**src/rtl/core/tpsc_pkg.sv**
```systemverilog
// Shared types, counter slot codes and the dosage combination table for the
// trio phase-switch counter core. No dependencies.

package tpsc_pkg;

  typedef struct packed {
    logic [7:0] trio_index;
    logic       child_left;
    logic       child_right;
    logic       child_phased;
    logic       father_left;
    logic       father_right;
    logic       father_phased;
    logic       mother_left;
    logic       mother_right;
    logic       mother_phased;
  } rec_t;

  typedef struct packed {
    logic [7:0]  trio_out;
    logic        mendel_error;
    logic        child_switched;
    logic        father_switched;
    logic        mother_switched;
    logic [31:0] mendel_total;
    logic [31:0] child_test_total;
    logic [31:0] child_switch_total;
    logic [31:0] father_switch_total;
    logic [31:0] mother_switch_total;
  } res_t;

  // One row of the combination table: error flag, tested members
  // (bit0 child, bit1 father, bit2 mother) and expected {left,right} pairs.
  typedef struct packed {
    logic       err;
    logic [2:0] tests;
    logic [1:0] cexp;
    logic [1:0] fexp;
    logic [1:0] mexp;
  } combo_t;

  // Member and counter slot codes within one state entry.
  localparam int MEMBER_CHILD  = 0;
  localparam int MEMBER_FATHER = 1;
  localparam int MEMBER_MOTHER = 2;
  localparam int NUM_MEMBERS   = 3;

  localparam int CNT_MENDEL  = 0;
  localparam int CNT_TEST0   = 1;  // child, father, mother tests follow
  localparam int CNT_SWITCH0 = 4;  // child, father, mother switches follow
  localparam int NUM_CNT     = 7;
  localparam int PHASE_BITS  = 3;

  // Index is father_dosage*9 + mother_dosage*3 + child_dosage.
  function automatic combo_t combo_lookup(input logic [4:0] idx);
    combo_t c;
    c = '{err: 1'b1, tests: 3'd0, cexp: 2'd0, fexp: 2'd0, mexp: 2'd0};
    unique case (idx)
      5'd0:  c = '{1'b0, 3'd0, 2'd0, 2'd0, 2'd0};
      5'd3:  c = '{1'b0, 3'd4, 2'd0, 2'd0, 2'd2};
      5'd4:  c = '{1'b0, 3'd5, 2'd1, 2'd0, 2'd1};
      5'd7:  c = '{1'b0, 3'd1, 2'd1, 2'd0, 2'd3};
      5'd9:  c = '{1'b0, 3'd2, 2'd0, 2'd1, 2'd0};
      5'd10: c = '{1'b0, 3'd3, 2'd2, 2'd2, 2'd0};
      5'd12: c = '{1'b0, 3'd6, 2'd0, 2'd1, 2'd2};
      5'd13: c = '{1'b0, 3'd0, 2'd0, 2'd0, 2'd0};
      5'd14: c = '{1'b0, 3'd6, 2'd3, 2'd2, 2'd1};
      5'd16: c = '{1'b0, 3'd3, 2'd1, 2'd1, 2'd3};
      5'd17: c = '{1'b0, 3'd2, 2'd3, 2'd2, 2'd3};
      5'd19: c = '{1'b0, 3'd3, 2'd2, 2'd3, 2'd0};
      5'd22: c = '{1'b0, 3'd5, 2'd2, 2'd3, 2'd2};
      5'd23: c = '{1'b0, 3'd4, 2'd3, 2'd3, 2'd1};
      5'd26: c = '{1'b0, 3'd0, 2'd0, 2'd0, 2'd0};
      default: c = '{err: 1'b1, tests: 3'd0, cexp: 2'd0, fexp: 2'd0, mexp: 2'd0};
    endcase
    return c;
  endfunction

endpackage

```
**src/rtl/core/tpsc_update.sv**
```systemverilog
// Read-modify logic for one record: combination lookup, Mendelian error and
// phase-switch checks, saturating counter updates. Uses tpsc_pkg.

module tpsc_update
  import tpsc_pkg::*;
#(
  parameter int COUNT_BITS = 32,
  parameter int DATA_W     = 227
) (
  input  rec_t              item,
  input  logic              in_range,
  input  logic [DATA_W-1:0] cur,
  output logic [DATA_W-1:0] nxt,
  output res_t              res
);

  logic [COUNT_BITS-1:0] cnt [NUM_CNT];
  logic [2:0]            phase;
  logic [2:0]            sw;
  logic [2:0]            phased;
  logic [1:0]            pair [NUM_MEMBERS];
  logic [1:0]            expect_pair [NUM_MEMBERS];
  logic [1:0]            cdose;
  logic [1:0]            fdose;
  logic [1:0]            mdose;
  logic [4:0]            idx;
  combo_t                combo;

  function automatic logic [COUNT_BITS-1:0] sat_inc(input logic [COUNT_BITS-1:0] v);
    return (v == '1) ? v : v + COUNT_BITS'(1);
  endfunction

  function automatic logic [31:0] low32(input logic [COUNT_BITS-1:0] v);
    logic [63:0] ext;
    ext = 64'(v);
    return ext[31:0];
  endfunction

  always_comb begin
    cdose = 2'(item.child_left) + 2'(item.child_right);
    fdose = 2'(item.father_left) + 2'(item.father_right);
    mdose = 2'(item.mother_left) + 2'(item.mother_right);
    idx   = 5'(5'(fdose) * 5'd9 + 5'(mdose) * 5'd3 + 5'(cdose));
    combo = combo_lookup(idx);

    phased = {item.mother_phased, item.father_phased, item.child_phased};
    pair[MEMBER_CHILD]         = {item.child_left, item.child_right};
    pair[MEMBER_FATHER]        = {item.father_left, item.father_right};
    pair[MEMBER_MOTHER]        = {item.mother_left, item.mother_right};
    expect_pair[MEMBER_CHILD]  = combo.cexp;
    expect_pair[MEMBER_FATHER] = combo.fexp;
    expect_pair[MEMBER_MOTHER] = combo.mexp;

    phase = cur[PHASE_BITS-1:0];
    for (int k = 0; k < NUM_CNT; k++) begin
      cnt[k] = cur[PHASE_BITS + k*COUNT_BITS +: COUNT_BITS];
    end

    sw = '0;
    if (combo.err) begin
      cnt[CNT_MENDEL] = sat_inc(cnt[CNT_MENDEL]);
    end else begin
      for (int m = 0; m < NUM_MEMBERS; m++) begin
        if (combo.tests[m] && phased[m]) begin
          cnt[CNT_TEST0 + m] = sat_inc(cnt[CNT_TEST0 + m]);
          // stored bit disagrees with expected phase: count a switch, toggle
          if ((pair[m] == expect_pair[m]) != phase[m]) begin
            sw[m]                = 1'b1;
            cnt[CNT_SWITCH0 + m] = sat_inc(cnt[CNT_SWITCH0 + m]);
            phase[m]             = ~phase[m];
          end
        end
      end
    end

    nxt[PHASE_BITS-1:0] = phase;
    for (int k = 0; k < NUM_CNT; k++) begin
      nxt[PHASE_BITS + k*COUNT_BITS +: COUNT_BITS] = cnt[k];
    end

    res          = '0;
    res.trio_out = item.trio_index;
    if (in_range) begin
      res.mendel_error        = combo.err;
      res.child_switched      = sw[MEMBER_CHILD];
      res.father_switched     = sw[MEMBER_FATHER];
      res.mother_switched     = sw[MEMBER_MOTHER];
      res.mendel_total        = low32(cnt[CNT_MENDEL]);
      res.child_test_total    = low32(cnt[CNT_TEST0 + MEMBER_CHILD]);
      res.child_switch_total  = low32(cnt[CNT_SWITCH0 + MEMBER_CHILD]);
      res.father_switch_total = low32(cnt[CNT_SWITCH0 + MEMBER_FATHER]);
      res.mother_switch_total = low32(cnt[CNT_SWITCH0 + MEMBER_MOTHER]);
    end
  end

endmodule

```
**config.mk**
```make
export PLATFORM = sky130hd
export DESIGN_NAME = tpsc_update
export DESIGN_NICKNAME = d
export VERILOG_FILES = /design/src/rtl/core/tpsc_pkg.sv /design/src/rtl/core/tpsc_update.sv
export SDC_FILE = /design/constraint.sdc
export NUM_CORES = 1
export LEC_CHECK = 0
export BUFFER_PORTS_ARGS = -buffer_cell sky130_fd_sc_hd__buf_4
export CAP_MARGIN = 10
export CORE_AREA = 2 2 253 255
export DETAILED_ROUTE_END_ITERATION = 12
export DIE_AREA = 0 0 255 257
export PLACE_DENSITY = 0.4
export SLEW_MARGIN = 40
export SYNTH_ARGS = -nofsm -noshare
export SYNTH_HDL_FRONTEND = slang
export SYNTH_SLANG_ARGS = --single-unit
```
**constraint.sdc**
```tcl
create_clock -name vclk -period 10.8
set_input_delay 2.16 -clock vclk [all_inputs]
set_output_delay 2.16 -clock vclk [all_outputs]
set_load 0.01 [all_outputs]
```
==> summary.txt <==
Global route
  • M3 GR Usage: 2.77%
  • First-pass GRT wire length: 75.5 mm
  • Grt peak-use layer: met2
  • Total GRT Usage: 15.0%
  • Initial antenna violation count: 2
  • M2 GR Usage: 29.3%
  • Grt met1 use: 17.1%
  • Largest net degree at the start of global routing: 117
  • Vias in the first global route: 11600
  • Grt ovf: 0

STA
  • Final period utilization: 89.2%
  • Setup TNS: 0 ns
  • Max frequency: 0.104 GHz
  • Max-slew violation count: 0
  • Worst slew margin: 44.7%
  • RSZ-0062 raised after global routing: no
  • # setup viols final: 0
  • Tightest Pin Transition: 0.829 ns
  • Final Hold Fails: 0
  • Final Critical Period: 9.63 ns

Yosys
  • Post-synthesis cell count: 1277
  • Syn nets: 1545
  • Register area share after synthesis: 0%
  • Average footprint of a synthesized cell: 6.61 µm²
  • Yosys cell types: 77
  • YS warnings: 0
  • Syn Std Cell Area: 8440 µm²

Die
  • Core area: 62700 µm²
  • Cell Rows: 92
  • Ports: 644
  • Die X: 255 µm
  • Die Ht: 257 µm
  • Starting Density: 13.5%
  • DIE AREA: 65500 µm²

Final layout
  • Multi-input gate area: 7970 µm²
  • Share of layout cells above drive strength 1: 37.8%
  • Area grow syn2layout: 66.0%
  • Nets@finish: 2126
  • Most common cell after layout, fill and taps aside: buf_4
  • FF/Latch Area: 0 µm²
  • FFs & Latches: 0
  • Commonest cells after routing, fill and taps aside: buf_4 (638), nand2_1 (194), xnor2_1 (106)
  • Number of fill cells: 7162
  • Clkbuf count: 0

Routing
  • Via/cell ratio: 4.30
  • DRC Markers: 0
  • Starting DRT DRC Count: 613
  • Routed Antenna Nets: 0
  • Routed WL: 52.8 mm
  • Routed len/inst: 19.5 µm
  • Drt pass-1 iters: 5
  • Via count: 11600

Hold path
  • Hold path cells: 0
  • Hold Startpoint: item[12]
  • Hold path endpoint: res[167]
  • Worst hold path type: primary input to primary output

Place
  • Number of port buffers: 628
  • Final RePlAce weighted congestion: 0.883
  • HPWL after DPL: 46.5 mm

Critical path
  • Worst endpoint required time: 8.64 ns
  • Crit-path cells: buf_4, inv_1, ha_1, ha_1, inv_1, fa_1, inv_1, ha_1, fa_1, nor2b_1, o21ai_2, nand2_1, a31oi_1, nor2b_1, nand2_2, buf_4, nor4b_2, mux2i_1, buf_4
  • Arrival time at the worst endpoint: 7.47 ns
  • Largest stage delay, worst path: 0.86 ns
  • Crit end category: primary output
  • Crit Path Max Fanout: 20
  • Slowest cell on crit path: fa_1
  • Critical Path Source Type: primary input
  • Crit Path Class: primary input to primary output

Clocking
  • Postcts setup bufs: 0
  • Hold Buf Count CTS: 0
  • Resized Gates After CTS: 0

Run
  • Max-cap violations: 0

Status
  • Status: finished clean
[critical path: cells and delay by family]
kind                       cells  cell delay, ns
AOI/OAI and AO/OA              2            0.33
adders and majority gates      5            1.85
buffers and inverters          6            0.83
muxes                          1            0.25
and+or+nand+nor                5            2.03
[synth_stat cells (21+ instances only)]
cell type / count / area [µm²]
a21oi_1: 25 / 125
and2_1: 87 / 544
and3_1: 46 / 288
and4_1: 21 / 184
clkbuf_1: 33 / 124
ha_1: 21 / 263
inv_1: 43 / 161
mux2i_1: 63 / 631
nand2_1: 195 / 732
nand2b_1: 59 / 369
nand3_1: 84 / 420
nand4_1: 58 / 363
nor2_1: 77 / 289
nor3_1: 36 / 180
o21ai_0: 28 / 140
or3_1: 25 / 156
xnor2_1: 106 / 928
xor2_1: 88 / 771
[metrics by stage]
stage | instances | hold slack, ns | worst slack (ns) | utilization, % | cell area [µm²]
final | 2704 | 4.32 | 1.17 | 22.3 | 14000
after global routing | 2702 | 4.32 | 0.754 | 22.3 | 14000
after detailed placement | 2702 | 4.32 | 0.853 | 22.3 | 14000
after CTS | 2702 | 4.32 | 0.846 | 22.3 | 14000
after global placement | 2702 | 4.32 | 0.778 | 22.3 | 14000
after floorplan | 1277 | 4.40 | 2.48 | - | 8440
[per-layer routing]
layer	routed length, µm	up-vias
li1	-	5664
met1	20700	5443
met2	27700	479
met3	3580	44
met4	843	4
met5	23	-
[worst max-delay path by stage]
stage                       start  cells after the start  endpoint
after floorplan           item[1]                     18   res[15]
after global placement    item[1]                     19    res[3]
after detailed placement  item[1]                     19    res[3]
after CTS                 item[1]                     19    res[3]
after global routing      item[1]                     19    res[3]
final                     item[1]                     19    res[3]
[cells by family after synthesis]
group                      count (synthesis)  synth area share (%)
adders and majority gates                 23                  3.59
buffers and inverters                    105                  5.93
AOI/OAI and AO/OA                        121                  10.6
xor gates and xnor gates                 195                  20.4
and+or+nand+nor                          763                  51.1
muxes                                     70                  8.41
[final cells by class]
cell class,count,share of cell area [%]
Antenna cell,2,0.0357
Timing Repair Buffer,640,34.3
Multi-Input combinational cell,1172,56.9
Inverter,44,1.18
Tap cell,846,7.55
